$ cat src/design/pse_pkg.sv
package pse_pkg;

  localparam int MAX_JOBS = 16;

  // fixed field widths of the channels
  localparam int BURST_W = 16;
  localparam int ARR_W   = 16;
  localparam int PRIO_W  = 8;
  localparam int NUM_W   = 5;
  localparam int TIME_W  = 21;
  localparam int SUM_W   = 25;
  localparam int COUNT_W = 5;

  // job counter holds 0 .. MAX_JOBS
  localparam int CNT_W = $clog2(MAX_JOBS + 1);
  // schedule clock never exceeds (MAX_JOBS + 1) full bursts
  localparam int CLK_W = BURST_W + CNT_W;

  typedef struct packed {
    logic [PRIO_W-1:0]  prio;
    logic [ARR_W-1:0]   arrival;
    logic [BURST_W-1:0] burst;
    logic [CNT_W-1:0]   number;
  } job_t;

  typedef struct packed {
    logic insert;
    logic shift;
  } cell_ctrl_t;

  typedef struct packed {
    logic             step;
    logic             last;
    logic [CNT_W-1:0] count;
    logic             overflow;
  } sched_ctrl_t;

endpackage

$ cat src/design/pse_if.sv
interface pse_in_if;
  logic                         valid;
  logic                         ready;
  logic [pse_pkg::BURST_W-1:0]  burst_time;
  logic [pse_pkg::ARR_W-1:0]    arrival_time;
  logic [pse_pkg::PRIO_W-1:0]   priority_level;
  logic                         last_job;

  modport source (output valid, burst_time, arrival_time, priority_level, last_job,
                  input ready);
  modport sink (input valid, burst_time, arrival_time, priority_level, last_job,
                output ready);
endinterface

interface pse_out_if;
  logic                         valid;
  logic                         ready;
  logic [pse_pkg::NUM_W-1:0]    job_number;
  logic [pse_pkg::PRIO_W-1:0]   job_priority;
  logic [pse_pkg::ARR_W-1:0]    job_arrival;
  logic [pse_pkg::BURST_W-1:0]  job_burst;
  logic [pse_pkg::TIME_W-1:0]   wait_time;
  logic [pse_pkg::TIME_W-1:0]   turnaround_time;
  logic [pse_pkg::SUM_W-1:0]    wait_sum;
  logic [pse_pkg::SUM_W-1:0]    turnaround_sum;
  logic [pse_pkg::COUNT_W-1:0]  job_count;
  logic                         overflow_flag;
  logic                         last_result;

  modport source (output valid, job_number, job_priority, job_arrival, job_burst,
                  wait_time, turnaround_time, wait_sum, turnaround_sum, job_count,
                  overflow_flag, last_result,
                  input ready);
  modport sink (input valid, job_number, job_priority, job_arrival, job_burst,
                wait_time, turnaround_time, wait_sum, turnaround_sum, job_count,
                overflow_flag, last_result,
                output ready);
endinterface

$ cat src/design/pse_cell.sv
module pse_cell (
  input  logic               clk,
  input  pse_pkg::cell_ctrl_t ctrl,
  input  logic               occ,
  input  pse_pkg::job_t      new_job,
  input  logic               prev_ahead,
  input  pse_pkg::job_t      prev_job,
  input  pse_pkg::job_t      next_job,
  output logic               ahead,
  output pse_pkg::job_t      job
);

  pse_pkg::job_t job_r;
  pse_pkg::job_t job_nxt;
  logic          strictly_first;

  // later request wins only on strictly smaller key, so full ties keep load order
  always_comb begin
    if (new_job.prio != job_r.prio) begin
      strictly_first = (new_job.prio < job_r.prio);
    end else begin
      strictly_first = (new_job.arrival < job_r.arrival);
    end
  end

  // an empty cell sorts after everything
  assign ahead = !occ || strictly_first;

  always_comb begin
    job_nxt = job_r;
    if (ctrl.shift) begin
      job_nxt = next_job;
    end else if (ctrl.insert) begin
      if (prev_ahead) begin
        job_nxt = prev_job;
      end else if (ahead) begin
        job_nxt = new_job;
      end
    end
  end

  always_ff @(posedge clk) begin
    job_r <= job_nxt;
  end

  assign job = job_r;

endmodule

$ cat src/design/pse_sched.sv
module pse_sched (
  input  logic                 clk,
  input  logic                 rst_n,
  input  pse_pkg::sched_ctrl_t ctrl,
  input  pse_pkg::job_t        head,
  output logic                 slot_free,
  pse_out_if.source            out_ch
);

  logic [pse_pkg::CLK_W-1:0] clock_r, clock_nxt;
  logic [pse_pkg::SUM_W-1:0] wsum_r, wsum_nxt;
  logic [pse_pkg::SUM_W-1:0] tsum_r, tsum_nxt;
  logic [pse_pkg::CLK_W:0]   diff;
  logic                      idle_gap;
  logic [pse_pkg::CLK_W-1:0] arr_ext;
  logic [pse_pkg::CLK_W-1:0] burst_ext;
  logic [pse_pkg::CLK_W-1:0] start;
  logic [pse_pkg::CLK_W-1:0] wait_v;
  logic [pse_pkg::CLK_W-1:0] turn_v;

  logic                        valid_r;
  logic [pse_pkg::NUM_W-1:0]   num_r;
  logic [pse_pkg::PRIO_W-1:0]  prio_r;
  logic [pse_pkg::ARR_W-1:0]   arr_r;
  logic [pse_pkg::BURST_W-1:0] burst_r;
  logic [pse_pkg::TIME_W-1:0]  wait_r;
  logic [pse_pkg::TIME_W-1:0]  turn_r;
  logic [pse_pkg::SUM_W-1:0]   wsum_out_r;
  logic [pse_pkg::SUM_W-1:0]   tsum_out_r;
  logic [pse_pkg::COUNT_W-1:0] count_r;
  logic                        ovf_r;
  logic                        last_r;

  assign arr_ext   = pse_pkg::CLK_W'(head.arrival);
  assign burst_ext = pse_pkg::CLK_W'(head.burst);

  // borrow of clock - arrival tells the processor sat idle until the arrival
  assign diff      = {1'b0, clock_r} - {1'b0, arr_ext};
  assign idle_gap  = diff[pse_pkg::CLK_W];
  assign wait_v    = idle_gap ? '0 : diff[pse_pkg::CLK_W-1:0];
  assign start     = idle_gap ? arr_ext : clock_r;
  assign clock_nxt = start + burst_ext;
  assign turn_v    = wait_v + burst_ext;
  assign wsum_nxt  = wsum_r + pse_pkg::SUM_W'(wait_v);
  assign tsum_nxt  = tsum_r + pse_pkg::SUM_W'(turn_v);

  assign slot_free = !valid_r || out_ch.ready;

  always_ff @(posedge clk) begin
    if (!rst_n) begin
      clock_r <= '0;
      wsum_r  <= '0;
      tsum_r  <= '0;
      valid_r <= 1'b0;
    end else begin
      if (ctrl.step) begin
        valid_r <= 1'b1;
        // clear the totals after the final job of a set
        if (ctrl.last) begin
          clock_r <= '0;
          wsum_r  <= '0;
          tsum_r  <= '0;
        end else begin
          clock_r <= clock_nxt;
          wsum_r  <= wsum_nxt;
          tsum_r  <= tsum_nxt;
        end
      end else if (out_ch.ready) begin
        valid_r <= 1'b0;
      end
    end
  end

  always_ff @(posedge clk) begin
    if (ctrl.step) begin
      num_r      <= pse_pkg::NUM_W'(head.number);
      prio_r     <= head.prio;
      arr_r      <= head.arrival;
      burst_r    <= head.burst;
      wait_r     <= pse_pkg::TIME_W'(wait_v);
      turn_r     <= pse_pkg::TIME_W'(turn_v);
      count_r    <= pse_pkg::COUNT_W'(ctrl.count);
      ovf_r      <= ctrl.overflow;
      last_r     <= ctrl.last;
      wsum_out_r <= wsum_nxt;
      tsum_out_r <= tsum_nxt;
    end
  end

  assign out_ch.valid           = valid_r;
  assign out_ch.job_number      = num_r;
  assign out_ch.job_priority    = prio_r;
  assign out_ch.job_arrival     = arr_r;
  assign out_ch.job_burst       = burst_r;
  assign out_ch.wait_time       = wait_r;
  assign out_ch.turnaround_time = turn_r;
  assign out_ch.wait_sum        = wsum_out_r;
  assign out_ch.turnaround_sum  = tsum_out_r;
  assign out_ch.job_count       = count_r;
  assign out_ch.overflow_flag   = ovf_r;
  assign out_ch.last_result     = last_r;

endmodule

$ cat src/design/priority_schedule_evaluator.sv
// channel   dir  handshake     payload
// in_ch     in   valid/ready   burst_time, arrival_time, priority_level, last_job
// out_ch    out  valid/ready   job_number .. last_result, one per held job
//
// loading takes one request per cycle; each job is placed at once into a sorted
// chain of MAX_JOBS cells, compared against every held job in the same cycle,
// or dropped if the chain is full. the request with last_job closes the set;
// then the chain shifts one job per cycle into the schedule stage while out_ch
// does not stall. in_ch is not ready while a set is being emitted.
// rst_n is synchronous, active low; it empties the set and the output register.
module priority_schedule_evaluator (
  input logic         clk,
  input logic         rst_n,
  pse_in_if.sink      in_ch,
  pse_out_if.source   out_ch
);

  typedef enum logic {
    ST_LOAD,
    ST_EMIT
  } state_t;

  state_t                      state_r;
  logic [pse_pkg::CNT_W-1:0]   cnt_r;
  logic [pse_pkg::CNT_W-1:0]   remain_r;
  logic                        dropped_r;

  logic                        accept;
  logic                        room;
  logic                        slot_free;
  logic                        step;
  pse_pkg::job_t               new_job;
  pse_pkg::cell_ctrl_t         cell_ctrl;
  pse_pkg::sched_ctrl_t        sched_ctrl;

  pse_pkg::job_t               cell_job  [pse_pkg::MAX_JOBS];
  logic                        cell_bef  [pse_pkg::MAX_JOBS];
  logic                        cell_occ  [pse_pkg::MAX_JOBS];

  assign in_ch.ready = (state_r == ST_LOAD);
  assign accept      = in_ch.valid && in_ch.ready;
  assign room        = (cnt_r < pse_pkg::CNT_W'(pse_pkg::MAX_JOBS));
  assign step        = (state_r == ST_EMIT) && slot_free;

  assign new_job.prio    = in_ch.priority_level;
  assign new_job.arrival = in_ch.arrival_time;
  assign new_job.burst   = in_ch.burst_time;
  assign new_job.number  = cnt_r + 1'b1;

  assign cell_ctrl.insert = accept && room;
  assign cell_ctrl.shift  = step;

  assign sched_ctrl.step     = step;
  assign sched_ctrl.last     = (remain_r == pse_pkg::CNT_W'(1));
  assign sched_ctrl.count    = cnt_r;
  assign sched_ctrl.overflow = dropped_r;

  for (genvar g = 0; g < pse_pkg::MAX_JOBS; g++) begin : g_cell
    assign cell_occ[g] = (cnt_r > pse_pkg::CNT_W'(g));
    if (g == 0) begin : g_head
      pse_cell u_cell (
        .clk        (clk),
        .ctrl       (cell_ctrl),
        .occ        (cell_occ[g]),
        .new_job    (new_job),
        .prev_ahead (1'b0),
        .prev_job   (new_job),
        .next_job   (cell_job[(g + 1) % pse_pkg::MAX_JOBS]),
        .ahead      (cell_bef[g]),
        .job        (cell_job[g])
      );
    end else if (g == pse_pkg::MAX_JOBS - 1) begin : g_tail
      pse_cell u_cell (
        .clk        (clk),
        .ctrl       (cell_ctrl),
        .occ        (cell_occ[g]),
        .new_job    (new_job),
        .prev_ahead (cell_bef[g - 1]),
        .prev_job   (cell_job[g - 1]),
        .next_job   (new_job),
        .ahead      (cell_bef[g]),
        .job        (cell_job[g])
      );
    end else begin : g_mid
      pse_cell u_cell (
        .clk        (clk),
        .ctrl       (cell_ctrl),
        .occ        (cell_occ[g]),
        .new_job    (new_job),
        .prev_ahead (cell_bef[g - 1]),
        .prev_job   (cell_job[g - 1]),
        .next_job   (cell_job[g + 1]),
        .ahead      (cell_bef[g]),
        .job        (cell_job[g])
      );
    end
  end

  pse_sched u_sched (
    .clk       (clk),
    .rst_n     (rst_n),
    .ctrl      (sched_ctrl),
    .head      (cell_job[0]),
    .slot_free (slot_free),
    .out_ch    (out_ch)
  );

  always_ff @(posedge clk) begin
    if (!rst_n) begin
      state_r   <= ST_LOAD;
      cnt_r     <= '0;
      remain_r  <= '0;
      dropped_r <= 1'b0;
    end else begin
      case (state_r)
        ST_LOAD: begin
          if (accept) begin
            if (room) begin
              cnt_r <= cnt_r + 1'b1;
            end else begin
              dropped_r <= 1'b1;
            end
            if (in_ch.last_job) begin
              state_r  <= ST_EMIT;
              remain_r <= room ? cnt_r + 1'b1 : cnt_r;
            end
          end
        end
        ST_EMIT: begin
          if (step) begin
            remain_r <= remain_r - 1'b1;
            if (sched_ctrl.last) begin
              state_r   <= ST_LOAD;
              cnt_r     <= '0;
              dropped_r <= 1'b0;
            end
          end
        end
        default: begin
          state_r <= ST_LOAD;
        end
      endcase
    end
  end

endmodule

$ cat src/flat_wrapper.sv
// flat-port wrapper written by rule: the top's interface ports become plain ports
module priority_schedule_evaluator_flat 
  (clk, rst_n, in_ch_valid, in_ch_burst_time, in_ch_arrival_time, in_ch_priority_level, in_ch_last_job, in_ch_ready, out_ch_valid, out_ch_job_number, out_ch_job_priority, out_ch_job_arrival, out_ch_job_burst, out_ch_wait_time, out_ch_turnaround_time, out_ch_wait_sum, out_ch_turnaround_sum, out_ch_job_count, out_ch_overflow_flag, out_ch_last_result, out_ch_ready);
  pse_in_if in_ch_i ();
  pse_out_if out_ch_i ();
  input logic clk;
  input logic rst_n;
  input wire logic [$bits(in_ch_i.valid)-1:0] in_ch_valid;
  input wire logic [$bits(in_ch_i.burst_time)-1:0] in_ch_burst_time;
  input wire logic [$bits(in_ch_i.arrival_time)-1:0] in_ch_arrival_time;
  input wire logic [$bits(in_ch_i.priority_level)-1:0] in_ch_priority_level;
  input wire logic [$bits(in_ch_i.last_job)-1:0] in_ch_last_job;
  output wire logic [$bits(in_ch_i.ready)-1:0] in_ch_ready;
  output wire logic [$bits(out_ch_i.valid)-1:0] out_ch_valid;
  output wire logic [$bits(out_ch_i.job_number)-1:0] out_ch_job_number;
  output wire logic [$bits(out_ch_i.job_priority)-1:0] out_ch_job_priority;
  output wire logic [$bits(out_ch_i.job_arrival)-1:0] out_ch_job_arrival;
  output wire logic [$bits(out_ch_i.job_burst)-1:0] out_ch_job_burst;
  output wire logic [$bits(out_ch_i.wait_time)-1:0] out_ch_wait_time;
  output wire logic [$bits(out_ch_i.turnaround_time)-1:0] out_ch_turnaround_time;
  output wire logic [$bits(out_ch_i.wait_sum)-1:0] out_ch_wait_sum;
  output wire logic [$bits(out_ch_i.turnaround_sum)-1:0] out_ch_turnaround_sum;
  output wire logic [$bits(out_ch_i.job_count)-1:0] out_ch_job_count;
  output wire logic [$bits(out_ch_i.overflow_flag)-1:0] out_ch_overflow_flag;
  output wire logic [$bits(out_ch_i.last_result)-1:0] out_ch_last_result;
  input wire logic [$bits(out_ch_i.ready)-1:0] out_ch_ready;
  assign in_ch_i.valid = in_ch_valid;
  assign in_ch_i.burst_time = in_ch_burst_time;
  assign in_ch_i.arrival_time = in_ch_arrival_time;
  assign in_ch_i.priority_level = in_ch_priority_level;
  assign in_ch_i.last_job = in_ch_last_job;
  assign in_ch_ready = in_ch_i.ready;
  assign out_ch_valid = out_ch_i.valid;
  assign out_ch_job_number = out_ch_i.job_number;
  assign out_ch_job_priority = out_ch_i.job_priority;
  assign out_ch_job_arrival = out_ch_i.job_arrival;
  assign out_ch_job_burst = out_ch_i.job_burst;
  assign out_ch_wait_time = out_ch_i.wait_time;
  assign out_ch_turnaround_time = out_ch_i.turnaround_time;
  assign out_ch_wait_sum = out_ch_i.wait_sum;
  assign out_ch_turnaround_sum = out_ch_i.turnaround_sum;
  assign out_ch_job_count = out_ch_i.job_count;
  assign out_ch_overflow_flag = out_ch_i.overflow_flag;
  assign out_ch_last_result = out_ch_i.last_result;
  assign out_ch_i.ready = out_ch_ready;
  priority_schedule_evaluator u_core (.clk(clk), .rst_n(rst_n), .in_ch(in_ch_i), .out_ch(out_ch_i));
endmodule
$ cat config.mk
export PLATFORM = sky130hd
export DESIGN_NAME = priority_schedule_evaluator_flat
export DESIGN_NICKNAME = d
export VERILOG_FILES = /design/src/design/pse_pkg.sv /design/src/design/pse_if.sv /design/src/design/pse_cell.sv /design/src/design/pse_sched.sv /design/src/design/priority_schedule_evaluator.sv /design/src/flat_wrapper.sv
export SDC_FILE = /design/constraint.sdc
export NUM_CORES = 2
export LEC_CHECK = 0
export BUFFER_PORTS_ARGS = -buffer_cell sky130_fd_sc_hd__buf_2
export CELL_PAD_IN_SITES_DETAIL_PLACEMENT = 2
export CELL_PAD_IN_SITES_GLOBAL_PLACEMENT = 2
export CORE_MARGIN = 2
export CORE_UTILIZATION = 40
export DETAILED_ROUTE_END_ITERATION = 8
export GPL_TIMING_DRIVEN = 0
export PLACE_DENSITY = 0.82
export SKIP_CTS_REPAIR_TIMING = 1
export SLEW_MARGIN = 15
export SYNTH_ARGS = -nofsm -noshare
export SYNTH_HDL_FRONTEND = slang
export SYNTH_SLANG_ARGS = --single-unit
$ cat constraint.sdc
create_clock -name clk -period 7.5 [get_ports clk]
set_input_delay 1.5 -clock clk [delete_from_list [all_inputs] [get_ports clk]]
set_output_delay 1.5 -clock clk [all_outputs]
set_load 0.02 [all_outputs]
Word-level counts from Yosys, hierarchy flattened
Index checks and enable logic that the tools add are counted.
{"block": "word_totals", "register_bits": 948, "in_bits": 45, "output_inout_bits": 146, "word_cells": 341}
{"block": "classes", "n_addsub": 7, "n_lt_le_gt_ge": 49, "eq_ne": 22, "muxes": 105, "bitwise": 1, "n_reduce_logical": 74}
{"op": "two-way mux 45 bit", "count": 63}
{"op": "less-than comparator 16 bit", "count": 16}
{"op": "less-than comparator 8 bit", "count": 16}
{"op": "!= test 8 bit", "count": 16}
{"op": "two-way mux 21 bit", "count": 3}
{"op": "adder 25 x 21 -> 25 bit", "count": 2}
{"op": "two-way mux 25 bit", "count": 2}
{"op": "nonzero test 3 bit", "count": 15}
{"op": "adder 21 x 16 -> 21 bit", "count": 2}
{"op": "> comparator 5 x 4 -> 1 bit (second input constant)", "count": 8}
{"op": "two-way mux 5 bit", "count": 7}
{"op": "AND reduction 2 bit", "count": 16}
{"op": "two-way mux 1 bit", "count": 26}
{"op": "subtractor 21 x 16 -> 22 bit", "count": 1}
{"op": "> comparator 5 x 3 -> 1 bit (second input constant)", "count": 4}
{"op": "one-hot mux 5 bit (2 select lines)", "count": 2}
{"op": "logical NOT 1 bit", "count": 17}
{"op": "logical OR 1 bit", "count": 17}
{"op": "> comparator 5 x 1 -> 1 bit (second input constant)", "count": 2}
{"op": "> comparator 5 x 2 -> 1 bit (second input constant)", "count": 2}
{"op": "!= test 2 bit (second input constant)", "count": 5}
{"op": "AND reduction 3 bit", "count": 2}
{"op": "nonzero test 2 bit", "count": 3}
{"op": "adder 5 x 1 -> 5 bit (second input constant)", "count": 1}
{"op": "other kinds (7)", "count": 10}

Depth between registers and ports, before layout
{"block": "logic_depth", "ltp_word": 7, "mapped_depth": 31, "mapped_depth_nobuf": 30}

By module
A second synthesis with hierarchy kept.
{"block": "unflattened", "cells_unflattened": 5671, "area_unflattened_um2": 58750.1}
{"module": "pse_cell", "instances": 16, "cells_each": 280, "area_per_inst_um2": 2885.3, "seq_area_each_um2": 1351.3}
{"module": "pse_sched", "instances": 1, "cells_each": 1059, "area_per_inst_um2": 11626.2, "seq_area_each_um2": 5765.5}
{"module": "priority_schedule_evaluator", "instances": 1, "cells_each": 132, "area_per_inst_um2": 959.7, "seq_area_each_um2": 240.2}

Least setup slack after synthesis
OpenSTA, ideal clock, no wires.
{"block": "synth_timing", "path_type": "input -> register", "from": "in out_ch_ready", "to": "reg u_core.u_sched.arr_r (netlist bit u_core.u_sched.out_ch.job_arrival[0]) (enable)", "setup_time_ns": 0.564, "arrival_ns": 6.480, "path_slack_ns": 0.456, "cell_stages": 6, "path_buffers": 3, "cell_sequence": "nand2b_1 -> nand2_1 -> clkinv_1 -> clkbuf_1 -> clkbuf_1 -> buf_1"}
{"element": "start, declared", "line_no": "flat_wrapper.sv:26", "text": "input wire logic [$bits(out_ch_i.ready)-1:0] out_ch_ready;"}
{"element": "end signal, assigned", "line_no": "pse_sched.sv:78", "text": "arr_r <= head.arrival;"}
{"element": "end, declared", "line_no": "pse_sched.sv:24", "text": "logic [pse_pkg::ARR_W-1:0] arr_r;"}

Worst setup path after layout
{"block": "layout_timing", "from": "reg u_core.g_cell[0].g_head.u_cell.job_r (netlist bit u_core.g_cell[0].g_head.u_cell.job[22])", "to": "reg u_core.u_sched.tsum_out_r (netlist bit u_core.u_sched.out_ch.turnaround_sum[23]), data pin"}
{"block": "layout_between", "elab_chain_len": 4}
{"element": "start, declared", "line_no": "pse_cell.sv:13", "text": "pse_pkg::job_t job_r;"}
{"element": "start signal, assigned", "line_no": "pse_cell.sv:43", "text": "job_r <= job_nxt;"}
{"element": "subtractor 21 x 16 -> 22 bit", "line_no": "pse_sched.sv:38", "text": "assign diff = {1'b0, clock_r} - {1'b0, arr_ext};"}
{"element": "two-way mux 21 bit", "line_no": "pse_sched.sv:40", "text": "assign wait_v = idle_gap ? '0 : diff[pse_pkg::CLK_W-1:0];"}
{"element": "net u_core.u_sched.wait_v (one bit)", "line_no": "pse_sched.sv:18", "text": "logic [pse_pkg::CLK_W-1:0] wait_v;"}
{"element": "adder 21 x 16 -> 21 bit", "line_no": "pse_sched.sv:43", "text": "assign turn_v = wait_v + burst_ext;"}
{"element": "net u_core.u_sched.turn_v (one bit)", "line_no": "pse_sched.sv:19", "text": "logic [pse_pkg::CLK_W-1:0] turn_v;"}
{"element": "adder 25 x 21 -> 25 bit", "line_no": "pse_sched.sv:45", "text": "assign tsum_nxt = tsum_r + pse_pkg::SUM_W'(turn_v);"}
{"element": "net u_core.u_sched.tsum_nxt (one bit)", "line_no": "pse_sched.sv:12", "text": "logic [pse_pkg::SUM_W-1:0] tsum_r, tsum_nxt;"}
{"element": "end signal, assigned", "line_no": "pse_sched.sv:86", "text": "tsum_out_r <= tsum_nxt;"}
{"element": "end, declared", "line_no": "pse_sched.sv:29", "text": "logic [pse_pkg::SUM_W-1:0] tsum_out_r;"}
The timed path passes the listed nets, and every way through them passes these cells.
A chain may end at the register's enable or synchronous reset.

==> summary.txt <==
Num rows: 138
Top_reg_cell synth: edfxtp_1
P_leak: 27.06 nW
Synth warnings: 0
Syn nets: 6,057
Clock Sinks: 948
# IOs: 191
Met1 Routed Length: 104,400 um
Root Driver: clkbuf_16
Max VDD drop: 0.0002002 V
Clock Latency Late Sink: 790 ps
Uppermost layer routed: met5
Worst slew pin tran: 1422 ps
Gate Count Post-Synth: 5,540
Vias: 50,950
Layout area overhead: 15.09%
Syn Std Cell Area: 56,970 um2
WL/cell: 34.19 um
Register area share after synthesis: 48.49%
Post-DP HPWL: 195,900 um
CP max FO: 10
Met3 WL post-DR: 22,820 um
Max transition margin: 4.447%
Met2 WL post-DR: 122,800 um
Fin crit share: 99.88%
Max Cap Viol: 0
Grt total ovfl: 0
GP Congestion: 0.9448
Clock buffer depth: 3
Crit path launch type: flip-flop
Pre-Repair DR Iteration Count: 6
Layout Nets: 6,425
Slowest Stage Delay on Critical Path: 520 ps
Vias per inst: 6.453
Most frequent cells in the layout: edfxtp_1 (864), nand2_1 (714), o21ai_0 (590), ha_1 (463), mux2i_1 (422)
Delay-heaviest family, CP: compound AO/OA/AOI/OAI gates
Slew Viols, Final: 0
Antenna viol nets, final: 0
Crit path capture type: flip-flop
Hold WC Path Type: flip-flop to flip-flop
Vias in the first global route: 54,900
Crit path DAT: 7980 ps
Pwr per Cell Area: 276.9 nW/um2
Initial antenna violation count: 14
Design Power: 18.15 mW
CTS tree: done
Die area: 145,500 um2
Chip width: 381.4 um
R2r setup slk: 9 ps
CTS buffer count: 113
CTS clk-pin slew, worst paths: 70 ps
Most common cell after layout, fill and taps aside: edfxtp_1
WP data required: 7990 ps
F_max: 133.5 MHz
Die Span Y: 381.4 um
Unique masters post-synth: 88
GRT Total Usage: 36.02%
DRC: 0
Asr flop ratio synth: 0%
Critical path class: flip-flop to flip-flop
#FFs+latches synth: 948
CP max-delay cell: or4b_4
First-pass GRT wire length: 384,000 um
# H-tree levels: 3
Min Clock Period, post-route: 7491 ps
TNS Setup: 0 ps
Final setup fails: 0
Final hold viol count: 0
# port buffers: 188
Worst path bufs/invs: 5
Drt first-iter violations: 5,469
Post-synth EDFFs: 864
Largest net degree at the start of global routing: 38
Layout cells sized above 1: 10.25%
DRT Wirelength: 269,900 um
Worst Skew: 50.79 ps
Outcome: complete, no violations
Core Area: 141,400 um2
Initial Util: 40.29%
Syn avg cell area: 10.28 um2
==> metrics by stage <==
stage | cell area, um2 | hold slack [ps] | util (%) | instances | worst slack [ps]
global placement | 60280 | 458.7 | 42.63 | 7618 | -6317
floorplan | 56970 | 401.9 | - | 5540 | 456.0
finish | 65570 | 478.4 | 46.37 | 7895 | 9.127
CTS | 65170 | 481.6 | 46.08 | 7868 | -1324
detailed placement | 61500 | 457.4 | 43.49 | 7660 | -1492
global route | 65560 | 486.8 | 46.36 | 7891 | -144.9
==> synthesized netlist by cell type, drive strengths merged, types with 39 or more instances <==
library cell / count / area (um2)
nand2b: 51 / 319.1
o221ai: 91 / 797.0
a21o: 141 / 1060
mux2i: 422 / 4224
o211ai: 91 / 693.2
dfxtp: 84 / 1682
o21ai: 649 / 3248
nand3: 217 / 1086
inv: 405 / 1520
a22oi: 57 / 427.9
xor2: 39 / 341.6
nand2: 714 / 2680
buf: 84 / 504.2
ha: 467 / 5843
nor2: 196 / 738.2
edfxtp: 864 / 25940
a31oi: 68 / 425.4
nand4: 46 / 287.8
a21oi: 209 / 1057
xnor2: 52 / 455.4
clkbuf: 266 / 1003
==> routing by layer <==
layer	global-route usage [%]	up-vias
met5	0	-
met3	7.514	849
met2	57.42	2737
met1	44.43	26260
met4	22.91	14
li1	-	21090
==> cell type report <==
type | instances | area [um2]
Tap cell | 1890 | 2365
Clock inverter | 56 | 580.6
Fill cell | 14720 | 75840
Antenna cell | 4 | 10.01
Inverter | 406 | 1536
Clock buffer | 152 | 3085
Buffer | 349 | 1533
Multi-Input combinational cell | 3836 | 26670
Timing Repair Buffer | 254 | 2160
Sequential cell | 948 | 27630
==> power by group <==
group / switching (mW) / internal, mW
combinational: 3.27 / 1.66
clock: 2.53 / 3.19
sequential: 0.632 / 6.87
==> final timing paths <==
kind	startpoint	endpoint	cells after the start
worst max-delay path	u_core.g_cell[0].g_head.u_cell.job[22]	u_core.u_sched.out_ch.turnaround_sum[23]	30
worst min-delay path	u_core.g_cell[0].g_head.u_cell.job[1]	u_core.u_sched.out_ch.job_number[1]	0
worst max register to register	u_core.g_cell[0].g_head.u_cell.job[22]	u_core.u_sched.out_ch.turnaround_sum[23]	30
worst min register to register	u_core.g_cell[0].g_head.u_cell.job[1]	u_core.u_sched.out_ch.job_number[1]	0
==> registers in the layout (all words and copies together), names as in the netlist, 25 cells and up <==
| register | cells |
|---|---|
| u_core.g_cell.g_mid.u_cell.job | 630 |
| u_core.g_cell.g_head.u_cell.job | 45 |
| u_core.u_sched.out_ch.wait_sum | 25 |
| u_core.g_cell.g_tail.u_cell.job | 45 |
| u_core.u_sched.tsum_r | 25 |
| u_core.u_sched.wsum_r | 25 |
| u_core.u_sched.out_ch.turnaround_sum | 25 |
==> kinds of logic (layout without fill, tap and decap cells) <==
family,after synthesis,in the layout,share of synthesized area [%]
buf+inv,756,1217,5.321
compound gates,1473,1473,16.04
mux,446,446,7.888
other cells,0,4,0
fa+ha+maj,472,472,10.43
simple gates,1354,1354,10.43
xor+xnor,91,91,1.399
flops,948,948,48.49
Note: power is estimated with default switching activity, not from simulation.
